[src/rtl/core/midpoint_ellipse_rasterizer_defines.svh]
// Assertion macros for the midpoint ellipse rasterizer.
// Used by the top level only; relies on the clock and reset port names.
`ifndef MIDPOINT_ELLIPSE_RASTERIZER_DEFINES_SVH
`define MIDPOINT_ELLIPSE_RASTERIZER_DEFINES_SVH

// Same-cycle implication, checked outside reset.
`define MER_ASSERT_NOW(label, ante, cons, msg) \
   label: assert property (@(posedge clock) disable iff (reset) (ante) |-> (cons)) \
      else $error(msg);

// Next-cycle implication, checked outside reset.
`define MER_ASSERT_NEXT(label, ante, cons, msg) \
   label: assert property (@(posedge clock) disable iff (reset) (ante) |=> (cons)) \
      else $error(msg);

`endif

[src/rtl/core/mer_pkg.sv]
// Shared widths, codes and the command type of the ellipse rasterizer.
// No dependencies; every module file imports it.
package mer_pkg;

   localparam int COORD_BITS  = 11;
   localparam int SEMI_BITS   = 10;
   localparam int CUR_BITS    = SEMI_BITS + 1;
   localparam int SQ_BITS     = 2 * SEMI_BITS;
   localparam int PIX_BITS    = ((COORD_BITS > CUR_BITS) ? COORD_BITS : CUR_BITS) + 2;
   localparam int COLOR_BITS  = 4;
   localparam logic [COLOR_BITS-1:0] COLOR_RESET = 4'hF;
   localparam int DEC_BITS    = 48;
   localparam int TERM_BITS   = SQ_BITS + CUR_BITS + 3;
   localparam int OPA_BITS    = SQ_BITS;
   localparam int OPB_BITS    = 2 * CUR_BITS + 2;
   localparam int PROD_BITS   = OPA_BITS + 1 + OPB_BITS;
   localparam int QUEUE_DEPTH = 2;

   // Request action field codes
   localparam logic ACT_START = 1'b0;
   localparam logic ACT_STEP  = 1'b1;

   typedef enum logic [0:0] {
      CMD_START = 1'b0,
      CMD_STEP  = 1'b1
   } cmd_kind_type;

   typedef struct packed {
      cmd_kind_type            kind;
      logic [COORD_BITS-1:0]   center_x;
      logic [COORD_BITS-1:0]   center_y;
      logic [SEMI_BITS-1:0]    semi_y;
      logic [SQ_BITS-1:0]      sq_x;
      logic [SQ_BITS-1:0]      sq_y;
   } cmd_type;

endpackage

[src/rtl/core/mer_front.sv]
// Front end: registers each request, classifies it and squares the semi-axes.
// Depends on mer_pkg.
module mer_front (
   input  logic                            clock,
   input  logic                            reset,
   input  logic                            req_valid,
   output logic                            req_ready,
   input  logic                            req_action,
   input  logic [mer_pkg::COORD_BITS-1:0]  req_center_x,
   input  logic [mer_pkg::COORD_BITS-1:0]  req_center_y,
   input  logic [mer_pkg::SEMI_BITS-1:0]   req_semi_x,
   input  logic [mer_pkg::SEMI_BITS-1:0]   req_semi_y,
   output logic                            cmd_valid,
   input  logic                            cmd_ready,
   output mer_pkg::cmd_type                cmd
);
   import mer_pkg::*;

   logic                  stage_valid_ff, stage_valid_in;
   logic                  action_ff;
   logic [COORD_BITS-1:0] cx_ff, cy_ff;
   logic [SEMI_BITS-1:0]  sx_ff, sy_ff;
   logic [SQ_BITS-1:0]    sx_wide, sy_wide;
   logic                  take;

   assign req_ready = !stage_valid_ff || cmd_ready;
   assign take      = req_valid && req_ready;

   always_comb begin
      stage_valid_in = stage_valid_ff;
      if (take) begin
         stage_valid_in = 1'b1;
      end else if (cmd_ready) begin
         stage_valid_in = 1'b0;
      end
   end

   always_ff @(posedge clock) begin
      if (reset) begin
         stage_valid_ff <= 1'b0;
      end else begin
         stage_valid_ff <= stage_valid_in;
      end
   end

   always_ff @(posedge clock) begin
      if (take) begin
         action_ff <= req_action;
         cx_ff     <= req_center_x;
         cy_ff     <= req_center_y;
         sx_ff     <= req_semi_x;
         sy_ff     <= req_semi_y;
      end
   end

   assign sx_wide = {{(SQ_BITS-SEMI_BITS){1'b0}}, sx_ff};
   assign sy_wide = {{(SQ_BITS-SEMI_BITS){1'b0}}, sy_ff};

   // Squares land in the queue register, so the back end sees them registered.
   assign cmd_valid     = stage_valid_ff;
   assign cmd.kind      = (action_ff == ACT_STEP) ? CMD_STEP : CMD_START;
   assign cmd.center_x  = cx_ff;
   assign cmd.center_y  = cy_ff;
   assign cmd.semi_y    = sy_ff;
   assign cmd.sq_x      = sx_wide * sx_wide;
   assign cmd.sq_y      = sy_wide * sy_wide;

endmodule

[src/rtl/core/mer_fifo.sv]
// Short command queue between the front and the back end.
// Depends on mer_pkg for the command type.
module mer_fifo #(
   parameter int DEPTH = mer_pkg::QUEUE_DEPTH
) (
   input  logic             clock,
   input  logic             reset,
   input  logic             push_valid,
   output logic             push_ready,
   input  mer_pkg::cmd_type push_data,
   output logic             pop_valid,
   input  logic             pop_ready,
   output mer_pkg::cmd_type pop_data
);
   import mer_pkg::*;

   localparam int PTR_BITS = (DEPTH > 1) ? $clog2(DEPTH) : 1;
   localparam int CNT_BITS = $clog2(DEPTH + 1);
   localparam logic [PTR_BITS-1:0] LAST_PTR = PTR_BITS'(DEPTH - 1);

   cmd_type               entry_ff [DEPTH];
   logic [PTR_BITS-1:0]   wr_ptr_ff, wr_ptr_in;
   logic [PTR_BITS-1:0]   rd_ptr_ff, rd_ptr_in;
   logic [CNT_BITS-1:0]   count_ff, count_in;
   logic                  push, pop;

   assign push_ready = (count_ff != CNT_BITS'(DEPTH));
   assign pop_valid  = (count_ff != '0);
   assign push       = push_valid && push_ready;
   assign pop        = pop_valid && pop_ready;
   assign pop_data   = entry_ff[rd_ptr_ff];

   always_comb begin
      wr_ptr_in = wr_ptr_ff;
      rd_ptr_in = rd_ptr_ff;
      count_in  = count_ff;
      if (push) begin
         wr_ptr_in = (wr_ptr_ff == LAST_PTR) ? '0 : wr_ptr_ff + 1'b1;
      end
      if (pop) begin
         rd_ptr_in = (rd_ptr_ff == LAST_PTR) ? '0 : rd_ptr_ff + 1'b1;
      end
      if (push && !pop) begin
         count_in = count_ff + 1'b1;
      end else if (pop && !push) begin
         count_in = count_ff - 1'b1;
      end
   end

   always_ff @(posedge clock) begin
      if (reset) begin
         wr_ptr_ff <= '0;
         rd_ptr_ff <= '0;
         count_ff  <= '0;
      end else begin
         wr_ptr_ff <= wr_ptr_in;
         rd_ptr_ff <= rd_ptr_in;
         count_ff  <= count_in;
      end
   end

   always_ff @(posedge clock) begin
      if (push) begin
         entry_ff[wr_ptr_ff] <= push_data;
      end
   end

endmodule

[src/rtl/core/mer_back.sv]
// Back end: midpoint iteration on one shared multiplier, then four mirrored pixels.
// Depends on mer_pkg.
module mer_back (
   input  logic                                  clock,
   input  logic                                  reset,
   input  logic                                  cmd_valid,
   output logic                                  cmd_ready,
   input  mer_pkg::cmd_type                      cmd,
   input  logic [mer_pkg::COLOR_BITS-1:0]        draw_color,
   output logic                                  rsp_valid,
   input  logic                                  rsp_ready,
   output logic signed [mer_pkg::PIX_BITS-1:0]   pixel_x,
   output logic signed [mer_pkg::PIX_BITS-1:0]   pixel_y,
   output logic [mer_pkg::COLOR_BITS-1:0]        pixel_color,
   output logic                                  last_of_step,
   output logic                                  curve_done
);
   import mer_pkg::*;

   typedef logic signed [DEC_BITS-1:0] dec_type;

   typedef enum logic [13:0] {
      ST_IDLE  = 14'h0001,
      ST_FY    = 14'h0002,
      ST_INIT  = 14'h0004,
      ST_R1    = 14'h0008,
      ST_MAC_Y = 14'h0010,
      ST_ACC   = 14'h0020,
      ST_E0    = 14'h0040,
      ST_E1    = 14'h0080,
      ST_E2    = 14'h0100,
      ST_E3    = 14'h0200,
      ST_E4    = 14'h0400,
      ST_E5    = 14'h0800,
      ST_R2    = 14'h1000,
      ST_EMIT  = 14'h2000
   } state_type;

   localparam logic signed [OPB_BITS-1:0] K2 = OPB_BITS'(2);
   localparam logic signed [OPB_BITS-1:0] K3 = OPB_BITS'(3);

   // Round a quarter-unit value toward zero: floor part plus one when negative
   // and a remainder is left.
   function automatic dec_type quarter_trunc(input dec_type floor_part,
                                             input logic [1:0] rem);
      logic bump;
      bump = floor_part[DEC_BITS-1] && (rem != 2'b00);
      return floor_part + dec_type'(bump);
   endfunction

   state_type                    state_ff, state_in;
   logic [CUR_BITS-1:0]          x_ff, x_in, y_ff, y_in;
   logic signed [TERM_BITS-1:0]  fx_ff, fx_in, fy_ff, fy_in;
   dec_type                      dec_ff, dec_in;
   logic [SQ_BITS-1:0]           sqx_ff, sqx_in, sqy_ff, sqy_in;
   logic [COORD_BITS-1:0]        ox_ff, ox_in, oy_ff, oy_in;
   logic                         r2_ff, r2_in;
   logic                         active_ff, active_in;
   logic signed [PROD_BITS-1:0]  prod_ff, prod_in;
   logic signed [OPB_BITS-1:0]   tmp_ff, tmp_in;
   logic [1:0]                   idx_ff, idx_in;

   logic                         out_valid_ff, out_valid_in;
   logic signed [PIX_BITS-1:0]   out_x_ff, out_x_in, out_y_ff, out_y_in;
   logic [COLOR_BITS-1:0]        out_color_ff, out_color_in;
   logic                         out_last_ff, out_last_in;
   logic                         out_done_ff, out_done_in;

   logic [CUR_BITS:0]            x_inc;
   logic [CUR_BITS-1:0]          y_dec;
   logic signed [OPB_BITS-1:0]   x_inc_b, y_b, y_dec_b, sqy_b;
   logic signed [TERM_BITS-1:0]  fx_step, fy_step;
   logic                         r1_go, more, dec_neg, load_pix;
   logic [OPA_BITS-1:0]          mul_a;
   logic signed [OPB_BITS-1:0]   mul_b;
   logic signed [PIX_BITS-1:0]   px_base, py_base, px_off, py_off;
   dec_type                      prod_d, sqy_d, sqx_q, sqy_q;

   assign x_inc   = {1'b0, x_ff} + 1'b1;
   assign y_dec   = y_ff - 1'b1;
   assign x_inc_b = $signed({{(OPB_BITS-CUR_BITS-1){1'b0}}, x_inc});
   assign y_b     = $signed({{(OPB_BITS-CUR_BITS){1'b0}}, y_ff});
   assign y_dec_b = $signed({{(OPB_BITS-CUR_BITS){1'b0}}, y_dec});
   assign sqy_b   = $signed({{(OPB_BITS-SQ_BITS){1'b0}}, sqy_ff});
   assign fx_step = fx_ff + $signed({{(TERM_BITS-SQ_BITS-1){1'b0}}, sqy_ff, 1'b0});
   assign fy_step = fy_ff - $signed({{(TERM_BITS-SQ_BITS-1){1'b0}}, sqx_ff, 1'b0});
   assign r1_go   = !r2_ff && (fx_ff < fy_ff);
   assign more    = r1_go || (y_ff != '0);
   assign dec_neg = dec_ff[DEC_BITS-1];

   assign prod_d  = dec_type'(prod_ff);
   assign sqy_d   = $signed({{(DEC_BITS-SQ_BITS){1'b0}}, sqy_ff});
   assign sqx_q   = $signed({{(DEC_BITS-SQ_BITS+2){1'b0}}, sqx_ff[SQ_BITS-1:2]});
   assign sqy_q   = $signed({{(DEC_BITS-SQ_BITS+2){1'b0}}, sqy_ff[SQ_BITS-1:2]});

   // Operand select for the shared multiplier
   always_comb begin
      mul_a = '0;
      mul_b = '0;
      unique case (state_ff)
         ST_FY: begin
            mul_a = sqx_ff;
            mul_b = y_b;
         end
         ST_R1: begin
            mul_a = sqy_ff;
            mul_b = (x_inc_b <<< 1) + K3;
         end
         ST_MAC_Y: begin
            mul_a = sqx_ff;
            mul_b = (r2_ff ? K3 : K2) - (y_b <<< 1);
         end
         ST_E0: begin
            mul_a = OPA_BITS'(x_ff);
            mul_b = x_inc_b;
         end
         ST_E1: begin
            mul_a = OPA_BITS'(y_dec);
            mul_b = y_dec_b;
         end
         ST_E2: begin
            mul_a = sqy_ff;
            mul_b = tmp_ff;
         end
         ST_E3: begin
            mul_a = sqx_ff;
            mul_b = tmp_ff;
         end
         ST_E4: begin
            mul_a = sqx_ff;
            mul_b = sqy_b;
         end
         ST_R2: begin
            if (!dec_neg) begin
               mul_a = sqx_ff;
               mul_b = K3 - (y_dec_b <<< 1);
            end else begin
               mul_a = sqy_ff;
               mul_b = (x_inc_b <<< 1) + K2;
            end
         end
         ST_IDLE, ST_INIT, ST_ACC, ST_E5, ST_EMIT: begin
            mul_a = '0;
            mul_b = '0;
         end
         default: begin
            mul_a = '0;
            mul_b = '0;
         end
      endcase
   end

   assign prod_in = $signed({1'b0, mul_a}) * mul_b;

   // Mirrored pixel for the current index: bit 0 negates x, bit 1 negates y
   assign px_base = $signed({{(PIX_BITS-COORD_BITS){1'b0}}, ox_ff});
   assign py_base = $signed({{(PIX_BITS-COORD_BITS){1'b0}}, oy_ff});
   assign px_off  = $signed({{(PIX_BITS-CUR_BITS){1'b0}}, x_ff});
   assign py_off  = $signed({{(PIX_BITS-CUR_BITS){1'b0}}, y_ff});
   assign load_pix = (state_ff == ST_EMIT) && (!out_valid_ff || rsp_ready);

   always_comb begin
      state_in     = state_ff;
      x_in         = x_ff;
      y_in         = y_ff;
      fx_in        = fx_ff;
      fy_in        = fy_ff;
      dec_in       = dec_ff;
      sqx_in       = sqx_ff;
      sqy_in       = sqy_ff;
      ox_in        = ox_ff;
      oy_in        = oy_ff;
      r2_in        = r2_ff;
      active_in    = active_ff;
      tmp_in       = tmp_ff;
      idx_in       = idx_ff;
      cmd_ready    = 1'b0;
      out_valid_in = out_valid_ff && !rsp_ready;
      out_x_in     = out_x_ff;
      out_y_in     = out_y_ff;
      out_color_in = out_color_ff;
      out_last_in  = out_last_ff;
      out_done_in  = out_done_ff;

      unique case (state_ff)
         ST_IDLE: begin
            cmd_ready = 1'b1;
            if (cmd_valid) begin
               if (cmd.kind == CMD_START) begin
                  ox_in    = cmd.center_x;
                  oy_in    = cmd.center_y;
                  sqx_in   = cmd.sq_x;
                  sqy_in   = cmd.sq_y;
                  x_in     = '0;
                  y_in     = CUR_BITS'(cmd.semi_y);
                  fx_in    = '0;
                  r2_in    = 1'b0;
                  state_in = ST_FY;
               end else if (!active_ff) begin
                  // drop: nothing left to draw
                  state_in = ST_IDLE;
               end else if (r1_go) begin
                  state_in = ST_R1;
               end else if (!r2_ff) begin
                  state_in = ST_E0;
               end else begin
                  state_in = ST_R2;
               end
            end
         end
         ST_FY: begin
            state_in = ST_INIT;
         end
         ST_INIT: begin
            fy_in    = {prod_ff[TERM_BITS-2:0], 1'b0};
            dec_in   = quarter_trunc(sqy_d - prod_d + sqx_q, sqx_ff[1:0]);
            idx_in   = '0;
            state_in = ST_EMIT;
         end
         ST_R1: begin
            x_in  = x_inc[CUR_BITS-1:0];
            fx_in = fx_step;
            if (dec_neg) begin
               state_in = ST_ACC;
            end else begin
               y_in     = y_dec;
               fy_in    = fy_step;
               state_in = ST_MAC_Y;
            end
         end
         ST_MAC_Y: begin
            dec_in   = dec_ff + prod_d;
            state_in = ST_ACC;
         end
         ST_ACC: begin
            dec_in   = dec_ff + prod_d;
            idx_in   = '0;
            state_in = ST_EMIT;
         end
         ST_E0: begin
            state_in = ST_E1;
         end
         ST_E1: begin
            tmp_in   = prod_ff[OPB_BITS-1:0];
            state_in = ST_E2;
         end
         ST_E2: begin
            tmp_in   = prod_ff[OPB_BITS-1:0];
            dec_in   = sqy_q;
            state_in = ST_E3;
         end
         ST_E3: begin
            dec_in   = dec_ff + prod_d;
            state_in = ST_E4;
         end
         ST_E4: begin
            dec_in   = dec_ff + prod_d;
            state_in = ST_E5;
         end
         ST_E5: begin
            dec_in   = quarter_trunc(dec_ff - prod_d, sqy_ff[1:0]);
            r2_in    = 1'b1;
            state_in = ST_R2;
         end
         ST_R2: begin
            y_in  = y_dec;
            fy_in = fy_step;
            if (!dec_neg) begin
               state_in = ST_ACC;
            end else begin
               x_in     = x_inc[CUR_BITS-1:0];
               fx_in    = fx_step;
               state_in = ST_MAC_Y;
            end
         end
         ST_EMIT: begin
            if (load_pix) begin
               out_valid_in = 1'b1;
               out_x_in     = idx_ff[0] ? px_base - px_off : px_base + px_off;
               out_y_in     = idx_ff[1] ? py_base - py_off : py_base + py_off;
               out_color_in = draw_color;
               out_last_in  = (idx_ff == 2'd3);
               out_done_in  = !more;
               idx_in       = idx_ff + 1'b1;
               if (idx_ff == 2'd3) begin
                  active_in = more;
                  state_in  = ST_IDLE;
               end
            end
         end
         default: begin
            state_in = ST_IDLE;
         end
      endcase
   end

   always_ff @(posedge clock) begin
      if (reset) begin
         state_ff     <= ST_IDLE;
         x_ff         <= '0;
         y_ff         <= '0;
         fx_ff        <= '0;
         fy_ff        <= '0;
         dec_ff       <= '0;
         sqx_ff       <= '0;
         sqy_ff       <= '0;
         ox_ff        <= '0;
         oy_ff        <= '0;
         r2_ff        <= 1'b0;
         active_ff    <= 1'b0;
         idx_ff       <= '0;
         out_valid_ff <= 1'b0;
      end else begin
         state_ff     <= state_in;
         x_ff         <= x_in;
         y_ff         <= y_in;
         fx_ff        <= fx_in;
         fy_ff        <= fy_in;
         dec_ff       <= dec_in;
         sqx_ff       <= sqx_in;
         sqy_ff       <= sqy_in;
         ox_ff        <= ox_in;
         oy_ff        <= oy_in;
         r2_ff        <= r2_in;
         active_ff    <= active_in;
         idx_ff       <= idx_in;
         out_valid_ff <= out_valid_in;
      end
   end

   always_ff @(posedge clock) begin
      prod_ff      <= prod_in;
      tmp_ff       <= tmp_in;
      out_x_ff     <= out_x_in;
      out_y_ff     <= out_y_in;
      out_color_ff <= out_color_in;
      out_last_ff  <= out_last_in;
      out_done_ff  <= out_done_in;
   end

   assign rsp_valid    = out_valid_ff;
   assign pixel_x      = out_x_ff;
   assign pixel_y      = out_y_ff;
   assign pixel_color  = out_color_ff;
   assign last_of_step = out_last_ff;
   assign curve_done   = out_done_ff;

endmodule

[src/rtl/core/midpoint_ellipse_rasterizer.sv]
// Midpoint ellipse rasterizer top level. For a start, a step or a step that enters region 2
// the back end works on the shared multiplier, then emits one pixel per cycle while the
// pixel channel does not stall it; a dropped step emits nothing.
// Synchronous active-high reset idles the block, empties the queue, sets color to 15.
// Depends on mer_pkg, mer_front, mer_fifo, mer_back and the defines header.
`include "midpoint_ellipse_rasterizer_defines.svh"

module midpoint_ellipse_rasterizer #(
   parameter int QUEUE_DEPTH = mer_pkg::QUEUE_DEPTH
) (
   input  logic                                  clock,
   input  logic                                  reset,
   // request channel
   input  logic                                  req_valid,
   output logic                                  req_ready,
   input  logic                                  req_action,
   input  logic [mer_pkg::COORD_BITS-1:0]        req_center_x,
   input  logic [mer_pkg::COORD_BITS-1:0]        req_center_y,
   input  logic [mer_pkg::SEMI_BITS-1:0]         req_semi_x,
   input  logic [mer_pkg::SEMI_BITS-1:0]         req_semi_y,
   // pixel channel
   output logic                                  rsp_valid,
   input  logic                                  rsp_ready,
   output logic signed [mer_pkg::PIX_BITS-1:0]   rsp_pixel_x,
   output logic signed [mer_pkg::PIX_BITS-1:0]   rsp_pixel_y,
   output logic [mer_pkg::COLOR_BITS-1:0]        rsp_pixel_color,
   output logic                                  rsp_last_of_step,
   output logic                                  rsp_curve_done,
   // color register
   input  logic                                  csr_write_en,
   input  logic [mer_pkg::COLOR_BITS-1:0]        csr_write_data
);
   import mer_pkg::*;

   logic [COLOR_BITS-1:0] color_ff, color_in;
   logic                  front_valid, front_ready;
   cmd_type               front_cmd;
   logic                  queue_valid, queue_ready;
   cmd_type               queue_cmd;
   logic [1:0]            rsp_idx_ff, rsp_idx_in;

   // Color register: the user must write it only while idle (not enforced here), sampled at pixel emission
   always_comb begin
      color_in = color_ff;
      if (csr_write_en) begin
         color_in = csr_write_data;
      end
   end

   always_ff @(posedge clock) begin
      if (reset) begin
         color_ff <= COLOR_RESET;
      end else begin
         color_ff <= color_in;
      end
   end

   // Front: hold one request, classify it, square the semi-axes
   mer_front u_front (
      .clock        (clock),
      .reset        (reset),
      .req_valid    (req_valid),
      .req_ready    (req_ready),
      .req_action   (req_action),
      .req_center_x (req_center_x),
      .req_center_y (req_center_y),
      .req_semi_x   (req_semi_x),
      .req_semi_y   (req_semi_y),
      .cmd_valid    (front_valid),
      .cmd_ready    (front_ready),
      .cmd          (front_cmd)
   );

   // Queue: decouple request intake from the iteration and pixel drain
   mer_fifo #(
      .DEPTH (QUEUE_DEPTH)
   ) u_fifo (
      .clock      (clock),
      .reset      (reset),
      .push_valid (front_valid),
      .push_ready (front_ready),
      .push_data  (front_cmd),
      .pop_valid  (queue_valid),
      .pop_ready  (queue_ready),
      .pop_data   (queue_cmd)
   );

   // Back: set up or advance the curve, then emit four mirrored pixels
   mer_back u_back (
      .clock        (clock),
      .reset        (reset),
      .cmd_valid    (queue_valid),
      .cmd_ready    (queue_ready),
      .cmd          (queue_cmd),
      .draw_color   (color_ff),
      .rsp_valid    (rsp_valid),
      .rsp_ready    (rsp_ready),
      .pixel_x      (rsp_pixel_x),
      .pixel_y      (rsp_pixel_y),
      .pixel_color  (rsp_pixel_color),
      .last_of_step (rsp_last_of_step),
      .curve_done   (rsp_curve_done)
   );

   // Track the pixel position within a step as seen on the output channel
   always_comb begin
      rsp_idx_in = rsp_idx_ff;
      if (rsp_valid && rsp_ready) begin
         rsp_idx_in = rsp_idx_ff + 1'b1;
      end
   end

   always_ff @(posedge clock) begin
      if (reset) begin
         rsp_idx_ff <= '0;
      end else begin
         rsp_idx_ff <= rsp_idx_in;
      end
   end

   // The four pixels of a step leave back to back once the first is taken
   `MER_ASSERT_NEXT(a_step_burst, rsp_valid && rsp_ready && !rsp_last_of_step, rsp_valid && (rsp_curve_done == $past(rsp_curve_done)), "step pixels broken up or done flag changed")
   // Last flag marks exactly every fourth delivered pixel
   `MER_ASSERT_NOW(a_last_slot, rsp_valid, rsp_last_of_step == (rsp_idx_ff == 2'd3), "last_of_step out of place")
   // Pixels 0/1 and 2/3 are mirrored in x only and share their row
   `MER_ASSERT_NEXT(a_row_pair, rsp_valid && rsp_ready && !rsp_idx_ff[0], rsp_pixel_y == $past(rsp_pixel_y), "mirrored pair row mismatch")

endmodule
[config.mk]
export PLATFORM = sky130hd
export DESIGN_NAME = midpoint_ellipse_rasterizer
export DESIGN_NICKNAME = d
export VERILOG_FILES = /design/src/rtl/core/mer_pkg.sv /design/src/rtl/core/mer_front.sv /design/src/rtl/core/mer_fifo.sv /design/src/rtl/core/mer_back.sv /design/src/rtl/core/midpoint_ellipse_rasterizer.sv
export VERILOG_INCLUDE_DIRS = /design/src /design/src/rtl/core
export SDC_FILE = /design/constraint.sdc
export NUM_CORES = 2
export LEC_CHECK = 0
export ABC_AREA = 1
export CAP_MARGIN = 25
export CORE_MARGIN = 1
export CORE_UTILIZATION = 50
export DETAILED_ROUTE_END_ITERATION = 10
export DONT_BUFFER_PORTS = 1
export PLACE_DENSITY_LB_ADDON = 0.1
export SYNTH_ARGS = -nofsm -noshare
export SYNTH_HDL_FRONTEND = slang
export SYNTH_SLANG_ARGS = --single-unit
[constraint.sdc]
create_clock -name clock -period 12.88 [get_ports clock]
set_input_delay 0 -clock clock [delete_from_list [all_inputs] [get_ports clock]]
set_output_delay 0 -clock clock [all_outputs]
set_load 0.1 [all_outputs]
==> impl_results.md <==
* FP Rows at 129
* I/O pin cnt at 86
* RSZ-0062 raised after global routing: false
* Sink Count at 509
* Power Total at 9.10 mW
* Via Count at 56804
* Flops & latches, synth at 509
* Total GRT Usage at 35.6%
* Min-delay src: rsp_ready
* WL per Instance at 21.9 um
* Port bufs at 0
* H-tree level count at 3
* Max Root-Sink Buffers at 3
* Cell taking the most area after synthesis: fa_1
* Min-Delay Path Class: in2reg
* CTS buffer count at 66
* Clock-pin slew on the worst setup and hold paths at 0.05 ns
* Hold Vio Cnt, Final at 0
* Top cell type's share of synthesized area at 19.0%
* Vias per cell at 5.56
* Clock Tree Root: clkbuf_16
* Worst Path Class, Setup: reg2reg
* Finished Layout Cells at 10221
* Die Area at 126000 um2
* Sequential-to-total area share from yosys stat at 20.2%
* Ranking of synthesized cells by area: fa_1, edfxtp_1, inv_1
* First-pass GRT wire length at 339000 um
* Final Max Slew Viols at 0
* Slowest stage delay, CP at 0.84 ns
* Die span in x at 355 um
* Placer Congestion at 1.02
* Max Fclk at 89.4 MHz
* CTS tree: yes
* Initial Util at 50.3%
* Initial antenna violation count at 9
* Power per Cell Area at 135 nW/um2
* Syn Inst Count at 8491
* Number of global-route vias before repair at 55728
* Status: finished clean
* Grt ovf at 0
* CP arrival at 11.69 ns
* Critical Path RT at 13.38 ns
* Share of cells above drive strength 1 at 5.79%
* Final Hold Slack at 0.114 ns
* Yosys cell types at 81
* Synth-to-layout area growth at 8.42%
* Post-CTS sizing at 0
* Nets@finish at 9648
* Critical Path Start: u_back.state_ff[2]$_SDFFE_PP0P_
* Mean Syn Cell Area at 7.33 um2
* FFs w/ async S/R, synth at 0%
* Worst clock skew at 0.0822 ns
* Worst path most repeated cell: inv_1
* YS warnings at 0
* Placed insts at 9993
* Max_slew headroom at 19.5%
* Worst Setup End Kind: flip-flop
* DRT iter0 DRCs at 5580
* Largest net degree at the start of global routing at 137
* Post-DP HPWL at 181000 um
* Synthesized area at 62200 um2
* Core area at 124000 um2
* Post-Route WL at 224000 um
* Post-synth EDFFs at 239
* Die extent in y at 355 um
* Final setup vio count at 0
* FF-to-FF Start: u_back.state_ff[2]$_SDFFE_PP0P_
* Peak fanout along the critical path at 24
* Critical path's slowest cell: a31oi_2
* Setup TNS at 0 ns
* Setup crit start kind: flip-flop
* Fin area at 67500 um2
* Worst-Margin Slew at 1.20 ns
* IR drop worst, VDD at 0.000147 V
* Clock Latency Late Sink at 0.70 ns
* Placed Area at 64100 um2
* Predominant post-synthesis flop cell: dfxtp_1
* Fin crit period at 11.19 ns
* TritonRoute pass-1 iters at 6
* Fillers at 12251
* # Max-Cap Violations at 0
* Leak Pwr at 34.1 nW
* Drc violations at 0
* Routed Antenna Nets at 0
* Period utilization at 86.8%
layout by cell type, fill, tap and decap left out, drive strengths merged, types with 14 or more instances in the layout:
| cell | instances |
|---|---|
| a211oi | 137 |
| a21oi | 556 |
| a221oi | 15 |
| a31oi | 30 |
| buf | 70 |
| clkbuf | 85 |
| clkinv | 33 |
| dfxtp | 270 |
| dlygate4sd3 | 99 |
| edfxtp | 239 |
| fa | 591 |
| ha | 478 |
| inv | 1888 |
| nand2 | 1813 |
| nand3 | 373 |
| nand3b | 14 |
| nand4 | 95 |
| nor2 | 793 |
| nor3 | 77 |
| nor4 | 25 |
| o211ai | 43 |
| o21a | 29 |
| o21ai | 408 |
| o21bai | 23 |
| o22ai | 20 |
| or2 | 29 |
| xnor2 | 47 |
| xor2 | 177 |
sequential cells by signal (all words and copies together) (netlist names), 13 cells and up, named ones only:
signal           count
u_back.dec_ff       48
u_back.fy_ff        33
u_fifo.entry_ff    140
u_back.fx_ff        33
u_back.pixel_x      13
u_back.tmp_ff       24
u_back.state_ff     14
u_back.sqx_ff       19
u_back.pixel_y      13
u_back.sqy_ff       19
u_back.prod_ff      45
where the power goes:
part           leakage, nW  internal [mW]  switching (mW)
logic                 28.6           1.49            3.30
clock network         1.11           1.13           0.821
registers             4.39           2.09           0.270
total                 34.1           4.71            4.39
cells in the mapped netlist, types with 11 or more instances:
cell / instances
a21oi_1: 549
or2_2: 28
fa_1: 591
a211oi_1: 136
nand3_1: 355
nor3_1: 74
nand3_2: 16
edfxtp_1: 239
a31oi_1: 30
dfxtp_1: 270
clkbuf_1: 132
inv_2: 44
o22ai_1: 19
nand2_1: 1728
o21ai_0: 387
o221ai_1: 11
o21ai_1: 16
nor4_1: 22
nand2_4: 11
buf_4: 14
nand4_1: 92
buf_2: 57
xor2_1: 175
a21o_1: 11
o21a_1: 29
ha_1: 478
nand3b_1: 14
nor2_4: 26
o211ai_1: 43
nand2_2: 74
nor2_1: 714
o21bai_1: 23
nor2_2: 51
a221oi_1: 15
inv_1: 1838
xnor2_1: 47
a22oi_1: 13
metrics by stage:
step	utilization, %	worst slack [ns]
after floorplan	-	4.37
after global placement	51.8	1.96
after detailed placement	51.8	1.96
after CTS	54.5	1.88
after global routing	54.6	1.18
final	54.6	1.69
critical path: cells and delay by family, from the launching register on:
family | cells | cell delay (ns)
xor+xnor | 1 | 0.16
flops | 1 | 0.35
fa+ha+maj | 8 | 3.58
simple gates | 9 | 1.38
compound gates | 9 | 3.59
buf+inv | 11 | 1.91
final cells by class:
type,instances,area [um2],share of cell area [%]
multi-input cells,5886,41800,62.0
flip-flops and latches,509,12600,18.7
inverters,1894,7110,10.5
well taps,1637,2050,3.04
clock buffers,85,1830,2.71
repair buffers,170,1580,2.35
clock inverters,37,473,0.701
diodes,3,7.51,0.0111
worst paths after layout:
kind                                          end  slack (ns)  cells past startpoint
setup / recovery       u_back.prod_ff[39]$_DFF_P_        1.69                     38
hold / removal        u_back.rsp_valid$_SDFF_PP0_        0.11                      4
setup reg to reg       u_back.prod_ff[39]$_DFF_P_        1.69                     38
hold reg to reg   u_back.pixel_color[2]$_DFFE_PP_        0.43                      0
per-layer routing:
| metal | routed length [um] | track usage, % | part of all wire, % |
|---|---|---|---|
| met5 | 21 | 0 | 0.0094 |
| met4 | 6660 | 10.1 | 3.0 |
| met3 | 18400 | 5.08 | 8.2 |
| met2 | 97900 | 55.2 | 44 |
| met1 | 101000 | 51.6 | 45 |
cell families (layout without fill, tap and decap cells):
family | count (synthesis) | count (layout) | synth area share [%]
and+or+nand+nor | 3233 | 3233 | 22.4
buffers and inverters | 2107 | 2186 | 13.0
AOI/OAI and AO/OA | 1343 | 1343 | 12.5
adders and majority gates | 1069 | 1069 | 28.6
DFF | 509 | 509 | 20.2
xor gates and xnor gates | 224 | 224 | 3.18
muxes | 4 | 4 | 0.0684
other | 2 | 16 | 0.0121
what timing repair did:
| item | 4_1_cts | 5_1_grt |
|---|---|---|
| hold buffers | 100 | 0 |
| setup buffers | 0 | 0 |
| endpoints found under the hold margin | 209 | 0 |
Power figures use the tool's default switching activity.
